==> config.mk <==
export PLATFORM = sky130hd
export DESIGN_NAME = arlp_state_mem
export DESIGN_NICKNAME = d
export VERILOG_FILES = /design/src/hw/rtl/axis_rate_level_pid_top_assert.svh /design/src/hw/rtl/arlp_pkg.sv /design/src/hw/rtl/arlp_state_mem.sv
export SDC_FILE = /design/constraint.sdc
export NUM_CORES = 1
export LEC_CHECK = 0
export BUFFER_PORTS_ARGS = -buffer_cell sky130_fd_sc_hd__buf_4
export CORE_ASPECT_RATIO = 0.9
export CORE_MARGIN = 5
export CORE_UTILIZATION = 55
export DETAILED_ROUTE_END_ITERATION = 10
export PLACE_DENSITY = 0.77
export SYNTH_ARGS = -nofsm -noshare
export SYNTH_HDL_FRONTEND = slang
export SYNTH_SLANG_ARGS = --single-unit
==> constraint.sdc <==
create_clock -name clock -period 9.3 [get_ports clock]
set_clock_uncertainty 0.15 [all_clocks]
set_input_delay 1.86 -clock clock [delete_from_list [all_inputs] [get_ports clock]]
set_output_delay 1.86 -clock clock [all_outputs]
set_load 0.01 [all_outputs]
==> src/hw/rtl/axis_rate_level_pid_top_assert.svh <==
// Assertion macros for the axis PID controller
`ifndef AXIS_RATE_LEVEL_PID_TOP_ASSERT_SVH
`define AXIS_RATE_LEVEL_PID_TOP_ASSERT_SVH

// same-cycle implication, sampled on clock, off during reset
`define ARLP_ASSERT_IMPL(lbl, ante, cons, msg) \
   lbl: assert property (@(posedge clock) disable iff (reset) (ante) |-> (cons)) \
      else $error(msg);

// next-cycle implication, sampled on clock, off during reset
`define ARLP_ASSERT_NEXT(lbl, ante, cons, msg) \
   lbl: assert property (@(posedge clock) disable iff (reset) (ante) |=> (cons)) \
      else $error(msg);

`endif

==> src/hw/rtl/arlp_pkg.sv <==
// Shared types and constants of the axis PID controller
`default_nettype none

package arlp_pkg;

   localparam int DATA_W = 16;
   localparam int GAIN_W = 24;
   localparam int TRIM_W = 10;
   localparam int TILT_W = 12;
   localparam int INT_W  = 15;
   localparam int PROD_W = 24;

   typedef enum logic [2:0] {
      REG_GAINS_ROLL  = 3'd0,
      REG_GAINS_PITCH = 3'd1,
      REG_GAINS_YAW   = 3'd2,
      REG_GAINS_LEVEL = 3'd3,
      REG_TRIM_ROLL   = 3'd4,
      REG_TRIM_PITCH  = 3'd5
   } csr_index_type;

   typedef enum logic [1:0] {
      AXIS_ROLL  = 2'd0,
      AXIS_PITCH = 2'd1,
      AXIS_YAW   = 2'd2,
      AXIS_NONE  = 2'd3
   } axis_type;

   localparam logic [GAIN_W-1:0] GAINS_ROLL_RST  = 24'h281E17;
   localparam logic [GAIN_W-1:0] GAINS_PITCH_RST = 24'h281E17;
   localparam logic [GAIN_W-1:0] GAINS_YAW_RST   = 24'h552D00;
   localparam logic [GAIN_W-1:0] GAINS_LEVEL_RST = 24'h5A0A64;

   localparam logic [7:0] CMD_SCALE   = 8'd80;
   localparam logic [2:0] P_CLAMP_MUL = 3'd5;

   // reciprocals of 80, 100 and 125 scaled by 2**RECIP_SHIFT, rounded up;
   // exact for the operand magnitudes that reach them (below 2**23)
   localparam int                RECIP_SHIFT = 30;
   localparam logic [PROD_W-1:0] RECIP_80    = 24'd13421773;
   localparam logic [PROD_W-1:0] RECIP_100   = 24'd10737419;
   localparam logic [PROD_W-1:0] RECIP_125   = 24'd8589935;

   localparam logic signed [10:0] CMD_CLAMP     = 11'sd500;
   localparam logic signed [14:0] LEVEL_INT_MAX = 15'sd10000;
   localparam logic signed [14:0] RATE_INT_MAX  = 15'sd16000;
   localparam logic signed [15:0] GYRO_CUT      = 16'sd640;

   localparam int LEVEL_I_SHIFT = 12;
   localparam int RATE_I_SHIFT  = 6;
   localparam int D_SHIFT       = 5;

   typedef enum logic [3:0] {
      S_IDLE,
      S_READ,
      S_LOAD,
      S_MUL_A,
      S_DIV_A,
      S_INT,
      S_DIV_B,
      S_MUL_B,
      S_MUL_C,
      S_DIV_C,
      S_DEL,
      S_MUL_D,
      S_OUT
   } pid_state_type;

   typedef struct packed {
      logic signed [DATA_W-1:0] prev_gyro;
      logic signed [DATA_W-1:0] older_delta;
      logic signed [DATA_W-1:0] oldest_delta;
      logic signed [INT_W-1:0]  rate_int;
      logic signed [INT_W-1:0]  angle_int;
   } entry_type;

   typedef struct packed {
      logic       rd_en;
      logic       wr_en;
      logic       clr_angle;
      logic [1:0] addr;
   } mem_ctl_type;

endpackage

`default_nettype wire

==> src/hw/rtl/arlp_state_mem.sv <==
// Per-axis state memory with entry and angle-integral valid bits
`default_nettype none

module arlp_state_mem
   import arlp_pkg::*;
(
   input  wire logic        clock,
   input  wire logic        reset,
   input  wire mem_ctl_type ctl,
   input  wire entry_type   wr_data,
   output entry_type        rd_data
);

   localparam int DEPTH = 3;

   entry_type        mem_ff [DEPTH];
   entry_type        rd_ff;
   logic [DEPTH-1:0] ok_ff;
   logic [1:0]       aok_ff;
   logic             rd_ok_ff;
   logic             rd_aok_ff;

   always_ff @(posedge clock) begin
      if (ctl.wr_en) begin
         mem_ff[ctl.addr] <= wr_data;
      end
      if (ctl.rd_en) begin
         rd_ff <= mem_ff[ctl.addr];
      end
   end

   // unwritten entries read as zero; angle bits also dropped on a clear
   always_ff @(posedge clock) begin
      if (reset) begin
         ok_ff     <= '0;
         aok_ff    <= '0;
         rd_ok_ff  <= 1'b0;
         rd_aok_ff <= 1'b0;
      end else begin
         if (ctl.wr_en) begin
            ok_ff[ctl.addr] <= 1'b1;
         end
         if (ctl.clr_angle) begin
            aok_ff <= '0;
         end else if (ctl.wr_en && ctl.addr != AXIS_YAW) begin
            aok_ff[ctl.addr[0]] <= 1'b1;
         end
         if (ctl.rd_en) begin
            rd_ok_ff  <= ok_ff[ctl.addr];
            rd_aok_ff <= (ctl.addr != AXIS_YAW) && aok_ff[ctl.addr[0]];
         end
      end
   end

   always_comb begin
      rd_data = rd_ff;
      if (!rd_ok_ff) begin
         rd_data = '0;
      end
      if (!rd_aok_ff) begin
         rd_data.angle_int = '0;
      end
   end

endmodule

`default_nettype wire

==> flow_metrics.py <==
metrics = {
    "clocking": {
        "clkLatencyLatePin_ns": 0.54,
        "cts_hold_buf": 0,
        "number_of_buffers_between_clock_root_and_the_deepest_sink": 3,
        "cts-buffers-inserted": 31,
        "clock_sinks": 319,
        "tritoncts": "built",
        "cts_setup_buffers": 0,
        "cts-htree-levels": 1,
        "root_buffer": "clkbuf_16",
        "ctsResizeCount": 0,
        "clk_transition_reported_paths_ns": 0.06,
    },
    "logic_synthesis": {
        "yosys.area_share.simple_pct": 7.37,
        "netlist_area_sq_um": 11900,
        "yosysUniqueCellTypes": 25,
        "net_count_after_synthesis": 776,
        "post_synth_inst_count": 691,
        "synth_largest_type_area_fraction_pct": 79.0,
        "parity_gate_share_of_the_synthesized_area_counting_xor_and_xnor_cells_pct": 0,
        "synth-edff-count": 312,
        "synth_top_cells_by_count": "edfxtp_1 (312), mux2i_1 (79), nand2_1 (78)",
        "seq_area_frac_synth_pct": 80.2,
        "synth_top_family_by_area": "simple AND/OR/NAND/NOR gates",
        "synth_compound_gate_area_share_pct": 3.60,
        "synth.area.mux_share_pct": 6.67,
        "synth_area_leader": "edfxtp_1",
        "synth_adder_area_share_pct": 0,
        "postSynthAreaPerCell_sq_um": 17.2,
        "postSynth.asyncResetShare_pct": 0,
        "synth_seq_cells": 319,
        "synth_flop_cell": "edfxtp_1",
        "synthMostInstantiatedCell": "edfxtp_1",
        "yosysWarningCount": 0,
        "synth_top_cells_by_area": "edfxtp_1 (79%), mux2i_1 (6.7%), and2_1 (3.3%), o21ai_0 (2.8%), nand2_1 (2.5%)",
    },
    "global_route": {
        "track_usage_pct": 17.3,
        "first_global_vias": 6150,
        "grt_overflow": 0,
        "antenna_found_initial": 0,
        "grt_pass1_wl_um": 33000,
        "grt_max_degree": 84,
    },
    "routing": {
        "dr_total_vias": 6065,
        "drt_pre_antenna_iters": 4,
        "drcViolationCount": 0,
        "antenna_violating_nets_post_route": 0,
        "drt-vias-per-instance": 5.19,
        "dr.first_iter.drc_count": 434,
        "wirelength_per_cell_um": 18.1,
        "wirelength_um": 21200,
    },
    "floorplan": {
        "die_h_um": 149,
        "top_level_ports": 163,
        "design.die.area_sq_um": 24600,
        "placement_rows": 51,
        "die_width_um": 165,
        "initial_core_utilization_pct": 55.3,
        "design.core.area_sq_um": 21400,
    },
    "power": {
        "power.density_cell_area_nw_per_um2": 212,
        "power.combinational.fraction_pct": 5.5,
        "switching_share_pct": 19.6,
        "cellLeakagePower_nw": 5.36,
        "p_int_mw": 2.43,
        "design_power_total_mw": 3.02,
        "power.net_switching_mw": 0.591,
        "irDropWorstVdd_uv": 193,
        "sequential_share_of_power_pct": 55.9,
        "clock_power_share_pct": 38.5,
    },
    "critical_path": {
        "crit_path_start_kind": "input port",
        "critical_path_arrival_ns": 4.61,
        "worst-r2r-cell-count": 4,
        "r2r-start": "rd_ok_ff",
        "cp.required_ns": 9.33,
        "cp-end-kind": "flop",
        "worstPathMaxFanout": 83,
        "path_class": "input port to flop",
        "timing.rr.end": "rd_ok_ff",
        "r2r_slack_ns": 7.53,
    },
    "sta": {
        "fin_setup_tns_ns": 0,
        "slew_headroom_pct": 45.0,
        "layout_worst_path_cycle_share_pct": 49.3,
        "postLayoutSetupSlackWorst_ns": 4.72,
        "finalSetupViolations": 0,
        "slew_violations": 0,
        "grt_setup_unrepaired": "no",
        "fmaxAchievable_mhz": 218,
        "timing.final.hold_violations": 0,
        "finalCriticalPeriod_ns": 4.58,
        "timing_worst_slew_pin_value_ns": 0.825,
    },
    "hold_path": {
        "min_delay_worst_endpoint": "ok_ff[0]",
        "hold_start": "ok_ff[0]",
        "worstHoldPathType": "flop to flop",
        "min_delay_path_depth": 2,
    },
    "placed_design": {
        "place.gp.congestion": 0.710,
        "io_buffer_count": 162,
        "place.detailed.hpwl_um": 12500,
        "pre_cts_slack_ns": 4.07,
    },
    "finish": {
        "finish.net_count": 942,
        "sequential_cell_area_sq_um": 9510,
        "area_growth_pct": 19.8,
        "fillCellCount": 1526,
        "drive_gt1_share_pct": 24.1,
        "antenna-diode-count": 0,
        "multi_input_area_sq_um": 2100,
    },
    "run": {
        "max_cap_violations": 0,
    },
    "outcome": {
        "status": "finished clean",
    },
}
-- placed cells by master (no fill, tap or decap), types with 2 or more instances in the layout --
cell,n
nand2_1,78
clkinv_1,10
nor2_1,9
dfxtp_1,6
nor3_1,2
mux2i_1,79
bufinv_16,3
and3b_4,2
o21ai_1,11
and3_1,15
clkbuf_1,7
o21ai_0,67
edfxtp_1,312
clkinv_2,2
buf_4,170
and2_1,63
clkbuf_16,31
-- cells by family after synthesis --
family	after synthesis
multiplexers	79
AO/OA/AOI/OAI	83
buffers and inverters	38
AND/OR/NAND/NOR	172
flip-flops	319
-- registers in the layout, indices dropped and copies added (netlist names) --
register and count:
mem_ff 234, rd_aok_ff 1, rd_ok_ff 1, rd_ff 78
aok_ff 2, ok_ff 3
-- per-layer routing --
metal | vias to the layer above | GRT usage [%] | share of wire, %
li1 | 2911 | - | -
met3 | 32 | 4.12 | 7.3
met5 | - | 0 | 0
met4 | 0 | 3.41 | 1.6
met2 | 179 | 28.5 | 49
met1 | 2943 | 24.1 | 42
-- how the worst max path moves through the flow --
stage / startpoint / to / slack, ns / cells past startpoint
after floorplan: ctl[0] / mem_ff[0][0] / 4.52 / 3
after global placement: ctl[1] / mem_ff[2][9] / 4.13 / 4
after detailed placement: ctl[1] / mem_ff[2][9] / 4.07 / 4
after CTS: ctl[1] / mem_ff[2][32] / 4.62 / 4
after global routing: ctl[1] / mem_ff[2][36] / 4.44 / 4
final: ctl[1] / mem_ff[2][17] / 4.72 / 4
-- area by class of cell --
class	count	area share, %
Tap cell	291	2.56
Inverter	1	0.0264
Timing Repair Buffer	170	8.99
Multi-Input combinational cell	334	14.8
Sequential cell	319	67.0
Clock buffer	38	5.65
Clock inverter	16	1.03
-- through the flow --
step	instance area, sq um	hold WS (ns)	cells	util, %
after floorplan	11900	0.290	691	-
after global placement	13300	0.303	1115	61.8
after detailed placement	13300	0.310	1115	61.8
after CTS	14200	0.324	1169	66.2
after global routing	14200	0.360	1169	66.2
final	14200	0.321	1169	66.2
-- power groups by stage --
stage	Clock [mW]	Combinational [mW]	Sequential, mW
3_3_place_gp	0	0.165	1.71
6_report	1.16	0.167	1.69
3_5_place_dp	0	0.170	1.72
4_1_cts	1.19	0.171	1.69
5_1_grt	1.25	0.186	1.69
2_1_floorplan	0	0.0894	1.71
-- worst max-delay path: stages --
cell	delay [ns]
buf_4	0.57
buf_4	0.71
and3b_4	0.74
buf_4	0.63
No activity file was read; power rests on OpenSTA's default activity.
