<file path="config.mk">
export PLATFORM = sky130hd
export DESIGN_NAME = arlp_divider
export DESIGN_NICKNAME = d
export VERILOG_FILES = /design/src/hw/rtl/axis_rate_level_pid_top_assert.svh /design/src/hw/rtl/arlp_pkg.sv /design/src/hw/rtl/arlp_divider.sv
export SDC_FILE = /design/constraint.sdc
export NUM_CORES = 1
export LEC_CHECK = 0
export ABC_AREA = 1
export BUFFER_PORTS_ARGS = -buffer_cell sky130_fd_sc_hd__buf_2
export CAP_MARGIN = 5
export CELL_PAD_IN_SITES_DETAIL_PLACEMENT = 0
export CELL_PAD_IN_SITES_GLOBAL_PLACEMENT = 1
export CORE_MARGIN = 2
export CORE_UTILIZATION = 42
export CTS_CLUSTER_DIAMETER = 50
export CTS_CLUSTER_SIZE = 25
export DETAILED_ROUTE_END_ITERATION = 7
export PLACE_DENSITY_LB_ADDON = 0.1
export SLEW_MARGIN = 0
export SYNTH_ARGS = -nofsm -noshare
export SYNTH_HDL_FRONTEND = slang
export SYNTH_SLANG_ARGS = --single-unit
</file>
<file path="constraint.sdc">
create_clock -name clock -period 3.63 [get_ports clock]
set_clock_uncertainty 0.1 [all_clocks]
set_input_delay 0.1815 -clock clock [delete_from_list [all_inputs] [get_ports clock]]
set_output_delay 0.1815 -clock clock [all_outputs]
set_load 0.05 [all_outputs]
</file>
<file path="src/hw/rtl/axis_rate_level_pid_top_assert.svh">
// Assertion macros for the axis PID controller
`ifndef AXIS_RATE_LEVEL_PID_TOP_ASSERT_SVH
`define AXIS_RATE_LEVEL_PID_TOP_ASSERT_SVH

// same-cycle implication, sampled on clock, off during reset
`define ARLP_ASSERT_IMPL(lbl, ante, cons, msg) \
   lbl: assert property (@(posedge clock) disable iff (reset) (ante) |-> (cons)) \
      else $error(msg);

// next-cycle implication, sampled on clock, off during reset
`define ARLP_ASSERT_NEXT(lbl, ante, cons, msg) \
   lbl: assert property (@(posedge clock) disable iff (reset) (ante) |=> (cons)) \
      else $error(msg);

`endif

</file>
<file path="src/hw/rtl/arlp_pkg.sv">
// Shared types and constants of the axis PID controller
`default_nettype none

package arlp_pkg;

   localparam int DATA_W = 16;
   localparam int GAIN_W = 24;
   localparam int TRIM_W = 10;
   localparam int TILT_W = 12;
   localparam int INT_W  = 15;
   localparam int PROD_W = 24;

   typedef enum logic [2:0] {
      REG_GAINS_ROLL  = 3'd0,
      REG_GAINS_PITCH = 3'd1,
      REG_GAINS_YAW   = 3'd2,
      REG_GAINS_LEVEL = 3'd3,
      REG_TRIM_ROLL   = 3'd4,
      REG_TRIM_PITCH  = 3'd5
   } csr_index_type;

   typedef enum logic [1:0] {
      AXIS_ROLL  = 2'd0,
      AXIS_PITCH = 2'd1,
      AXIS_YAW   = 2'd2,
      AXIS_NONE  = 2'd3
   } axis_type;

   localparam logic [GAIN_W-1:0] GAINS_ROLL_RST  = 24'h281E17;
   localparam logic [GAIN_W-1:0] GAINS_PITCH_RST = 24'h281E17;
   localparam logic [GAIN_W-1:0] GAINS_YAW_RST   = 24'h552D00;
   localparam logic [GAIN_W-1:0] GAINS_LEVEL_RST = 24'h5A0A64;

   localparam logic [7:0] CMD_SCALE   = 8'd80;
   localparam logic [2:0] P_CLAMP_MUL = 3'd5;

   // reciprocals of 80, 100 and 125 scaled by 2**RECIP_SHIFT, rounded up;
   // exact for the operand magnitudes that reach them (below 2**23)
   localparam int                RECIP_SHIFT = 30;
   localparam logic [PROD_W-1:0] RECIP_80    = 24'd13421773;
   localparam logic [PROD_W-1:0] RECIP_100   = 24'd10737419;
   localparam logic [PROD_W-1:0] RECIP_125   = 24'd8589935;

   localparam logic signed [10:0] CMD_CLAMP     = 11'sd500;
   localparam logic signed [14:0] LEVEL_INT_MAX = 15'sd10000;
   localparam logic signed [14:0] RATE_INT_MAX  = 15'sd16000;
   localparam logic signed [15:0] GYRO_CUT      = 16'sd640;

   localparam int LEVEL_I_SHIFT = 12;
   localparam int RATE_I_SHIFT  = 6;
   localparam int D_SHIFT       = 5;

   typedef enum logic [3:0] {
      S_IDLE,
      S_READ,
      S_LOAD,
      S_MUL_A,
      S_DIV_A,
      S_INT,
      S_DIV_B,
      S_MUL_B,
      S_MUL_C,
      S_DIV_C,
      S_DEL,
      S_MUL_D,
      S_OUT
   } pid_state_type;

   typedef struct packed {
      logic signed [DATA_W-1:0] prev_gyro;
      logic signed [DATA_W-1:0] older_delta;
      logic signed [DATA_W-1:0] oldest_delta;
      logic signed [INT_W-1:0]  rate_int;
      logic signed [INT_W-1:0]  angle_int;
   } entry_type;

   typedef struct packed {
      logic       rd_en;
      logic       wr_en;
      logic       clr_angle;
      logic [1:0] addr;
   } mem_ctl_type;

endpackage

`default_nettype wire

</file>
<file path="src/hw/rtl/arlp_divider.sv">
// Signed truncating divider, 24-bit dividend by 8-bit divisor, two bits a cycle
`default_nettype none

module arlp_divider
   import arlp_pkg::*;
(
   input  wire logic                     clock,
   input  wire logic                     reset,
   input  wire logic                     start,
   input  wire logic signed [PROD_W-1:0] dividend,
   input  wire logic        [7:0]        divisor,
   output logic                          done,
   output logic signed [PROD_W-1:0]      quotient
);

   localparam int ITER  = PROD_W / 2;
   localparam int CNT_W = $clog2(ITER + 1);

   logic              busy_ff;
   logic              done_ff;
   logic [CNT_W-1:0]  cnt_ff;
   logic [PROD_W-1:0] mag_ff;
   logic [PROD_W-1:0] mag_in;
   logic [7:0]        rem_ff;
   logic [7:0]        rem_in;
   logic [7:0]        div_ff;
   logic              neg_ff;
   logic [8:0]        s1;
   logic [8:0]        s2;

   // one restoring step: returns {quotient bit, remainder}
   function automatic logic [8:0] div_step(input logic [7:0] rem, input logic b,
                                           input logic [7:0] d);
      logic [8:0] t;
      t = {rem, b};
      if (t >= {1'b0, d}) begin
         div_step = {1'b1, 8'(t - {1'b0, d})};
      end else begin
         div_step = {1'b0, t[7:0]};
      end
   endfunction

   always_comb begin
      s1     = div_step(rem_ff, mag_ff[PROD_W-1], div_ff);
      s2     = div_step(s1[7:0], mag_ff[PROD_W-2], div_ff);
      mag_in = {mag_ff[PROD_W-3:0], s1[8], s2[8]};
      rem_in = s2[7:0];
   end

   always_ff @(posedge clock) begin
      if (reset) begin
         busy_ff <= 1'b0;
         done_ff <= 1'b0;
         cnt_ff  <= '0;
      end else begin
         done_ff <= 1'b0;
         if (start) begin
            busy_ff <= 1'b1;
            cnt_ff  <= CNT_W'(ITER);
         end else if (busy_ff) begin
            cnt_ff <= cnt_ff - 1'b1;
            if (cnt_ff == CNT_W'(1)) begin
               busy_ff <= 1'b0;
               done_ff <= 1'b1;
            end
         end
      end
   end

   always_ff @(posedge clock) begin
      if (start) begin
         mag_ff <= dividend[PROD_W-1] ? PROD_W'(-dividend) : dividend;
         neg_ff <= dividend[PROD_W-1];
         rem_ff <= '0;
         div_ff <= divisor;
      end else if (busy_ff) begin
         mag_ff <= mag_in;
         rem_ff <= rem_in;
      end
   end

   assign done     = done_ff;
   assign quotient = neg_ff ? PROD_W'(-$signed(mag_ff)) : $signed(mag_ff);

endmodule

`default_nettype wire

</file>
==> flow_summary_export.csv <==
group,metric,value,unit
placement,routabilityCongestion,0.9284,
logic_synthesis,synth.largest_area_cell,"edfxtp_1",
sta,hold_ws,0.1621,ns
routing,drt_wl_total,9963,µm
global_routing,grt_pass1_vias,3531,
placement,hpwl,8014,µm
routing,dr.pass1.iters,4,
min_path,hp-class,"in -> reg",
routing,drt_iter0_drc,147,
floorplan,pin_count,60,
global_routing,gr-usage-all-layers,20.61,%
clock_tree,root_buffer,"clkbuf_8",
clock_tree,htreeDepth,2,
final_layout,drive_above_1_share,15.88,%
critical_path,cpPeakStageDelay,0.36,ns
logic_synthesis,syn_avg_cell_area,7.125,µm²
job,maxCapViolCount,0,
logic_synthesis,seq_area_frac_synth,32.44,%
floorplan,rows,35,
sta,timing.fmax,302.5,MHz
final_layout,syn_to_final_growth,15.42,%
final_layout,nets,673,
routing,routed_via_density,5.096,
critical_path,start_kind,"register",
global_routing,grt_first_pass_wirelength,16630,µm
floorplan,start_util,42.82,%
global_routing,grt_overflow_total,0,
placement,port_buffers,59,
global_routing,antenna_found_initial,0,
power,power_density,619.0,nW/µm²
logic_synthesis,synth_top_area_share,25.29,%
logic_synthesis,yosys-top-cells-area,"edfxtp_1 25%, nand2_1 12%, dfxtp_1 7.2%",
sta,worst_pin_slew,0.6262,ns
critical_path,worstPathCellList,"inv_1 -> ha_1 -> nand2_1 -> nor2_1 -> nand3_1 -> nand3_2 -> nor2_4 -> o21ai_0 -> inv_1 -> ha_1 -> a21oi_1 -> nand2_1 -> nand2_1 -> nand2_1 -> nand2_2 -> nand2_4 -> nand2_1 -> o21ai_1",
placement,placedCellCount,711,
logic_synthesis,ys_ff_latch,47,
critical_path,reg2reg_slack,0.32,ns
clock_tree,clock_sinks,47,
logic_synthesis,syn_nets,607,
status,status,"finished clean",
sta,period_share,91.07,%
sta,period_needed,3.306,ns
critical_path,cp_common_cell,"nand2_1",
routing,ant_nets,0,
logic_synthesis,netlist_instances,550,
sta,relSlewSlack,58.26,%
clock_tree,insertion_delay,0.30,ns
critical_path,cpLargestDelayFamily,"simple AND/OR/NAND/NOR gates",
global_routing,grt_max_degree,37,
sta,rsz0062_at_grt,"false",
sta,slew_viol_final,0,
sta,setup_violations,0,
clock_tree,clk_pin_slew,0.09,ns
critical_path,cp_num_buf_inv,2,
clock_tree,numCtsBuffers,5,
final_layout,antenna_cells,0,
sta,hold_viol,0,
floorplan,die_w,100.6,µm
critical_path,crit_path_max_fanout,10,
logic_synthesis,yosys_warnings,0,
power,ir_drop,254.2,µV
final_layout,fill_cells,975,
logic_synthesis,synth_area,3919,µm²
routing,vias,3710,
power,leakagePower,2.177,nW
final_layout,instances_no_fill,728,
clock_tree,cts_tree,"yes",
logic_synthesis,ys_types,41,
routing,post-route-drc-count,0,
floorplan,die_y,100.6,µm
critical_path,critPathKind,"reg -> reg",
critical_path,crit_slowest_cell,"ha_1",
floorplan,coreArea,9153,µm²
routing,wl_per_cell,13.69,µm
critical_path,cp-end-kind,"register",
critical_path,worst_ep_required_time,3.59,ns
clock_tree,clockBufferDepth,2,
floorplan,die-area,10120,µm²
clock_tree,cts_setup_buffers,0,
critical_path,cp.arrival,3.26,ns
kinds of logic (layout without fill, tap and decap cells):
family	after synthesis	after routing	share of synthesized area [%]
fa+ha+maj	22	22	7.407
compound gates	74	74	10.15
simple gates	274	274	31.51
flops	47	47	32.44
buf+inv	89	156	8.652
xor+xnor	44	44	9.834
worst reg2reg max path: stages, from the launching register on:
cell      delay [ns]
edfxtp_1        0.34
inv_1           0.07
ha_1            0.36
nand2_1         0.12
nor2_1          0.23
nand3_1         0.12
nand3_2         0.11
nor2_4          0.06
o21ai_0         0.26
inv_1           0.08
ha_1            0.35
a21oi_1         0.15
nand2_1         0.12
nand2_1         0.12
nand2_1         0.07
nand2_2         0.17
nand2_4         0.11
nand2_1         0.07
o21ai_1         0.06
report_power, final:
part / switching [mW] / internal, mW
sequential: 0.0854 / 0.669
clock: 0.176 / 0.132
combinational: 1.16 / 0.583
layer usage:
layer	track usage (%)	wire length, µm
met1	25.42	4418
met2	37.90	5088
met3	2.219	301
met4	5.585	155
met5	0	0
stage by stage:
step | cell area, µm² | setup slack, ns | power (mW) | utilization (%) | TNS (ns)
floorplan | 3919 | 0.6618 | 2.048 | - | 0
global placement | 4325 | -0.01360 | 2.447 | 47.26 | -0.01360
detailed placement | 4325 | -0.04474 | 2.428 | 47.26 | -0.04474
CTS | 4496 | 0.06336 | 2.757 | 49.12 | 0
global route | 4523 | 0.01389 | 3.033 | 49.42 | 0
finish | 4523 | 0.3242 | 2.800 | 49.42 | 0
layout make-up:
cell class	count	area [µm²]	share of cell area, %
clock inverters	2	7.507	0.1660
repair buffers	71	407.9	9.018
inverters	77	289.0	6.390
clock buffers	6	72.57	1.604
multi-input cells	414	2336	51.65
flip-flops and latches	47	1271	28.11
well taps	111	138.9	3.071
Yosys cell counts:
| cell | count |
|---|---|
| nand2_2 | 5 |
| o21bai_1 | 1 |
| xnor2_1 | 16 |
| o21ai_0 | 38 |
| nor2_1 | 63 |
| xor2_1 | 28 |
| nor3_1 | 5 |
| buf_4 | 1 |
| buf_1 | 1 |
| or2_1 | 1 |
| nand4_1 | 7 |
| edfxtp_1 | 33 |
| nor2_8 | 1 |
| ha_1 | 20 |
| nor2_2 | 4 |
| nor3_2 | 2 |
| dfxtp_1 | 14 |
| or2_2 | 3 |
| fa_1 | 2 |
| nand2_1 | 121 |
| nand3_2 | 3 |
| clkinv_1 | 1 |
| nor4_1 | 4 |
| inv_1 | 73 |
| clkbuf_1 | 9 |
| nand2_4 | 1 |
| o21ai_1 | 5 |
| nand3b_1 | 2 |
| o31a_1 | 1 |
| a21oi_1 | 19 |
| o21a_1 | 1 |
| a21o_1 | 1 |
| o211ai_1 | 1 |
| buf_2 | 1 |
| a21oi_2 | 1 |
| a31oi_1 | 3 |
| nor2_4 | 2 |
| nand3_1 | 50 |
| a211oi_1 | 2 |
| inv_2 | 3 |
| o22ai_1 | 1 |
final timing paths:
kind,cells past startpoint,endpoint,from
setup / recovery,18,mag_ff[0],div_ff[6]
hold / removal,3,mag_ff[21],dividend[21]
setup reg to reg,18,mag_ff[0],div_ff[6]
hold reg to reg,2,cnt_ff[3],cnt_ff[3]
registers in the layout (all words and copies together), names as in the netlist:
| register | cells |
|---|---|
| mag_ff | 24 |
| div_ff | 8 |
| rem_ff | 8 |
| cnt_ff | 4 |
| busy_ff | 1 |
| done | 1 |
| neg_ff | 1 |
layout by cell type, fill, tap and decap left out, types with 2 or more instances in the layout:
cell / n
nand2_1: 121
inv_1: 73
nor2_1: 62
buf_2: 59
nand3_1: 50
o21ai_0: 33
edfxtp_1: 33
xor2_1: 28
ha_1: 20
a21oi_1: 19
xnor2_1: 16
dfxtp_1: 14
dlygate4sd3_1: 9
nand4_1: 7
o21ai_1: 6
nor2_2: 5
nor3_1: 5
clkbuf_8: 5
nand2_2: 4
o21ai_2: 4
nor4_1: 4
inv_2: 3
nand3_2: 3
or2_2: 3
a31oi_1: 3
clkinv_1: 3
buf_4: 3
nand2_4: 2
nor2_4: 2
nor3_2: 2
nand3b_1: 2
fa_1: 2
repair_timing:
item,in CTS,in global routing
setup endpoints to repair,2,9
cloned,0,0
hold buffers,9,0
resized for setup,2,10
hold endpoints to repair,9,0
Power figures use the tool's default switching activity.
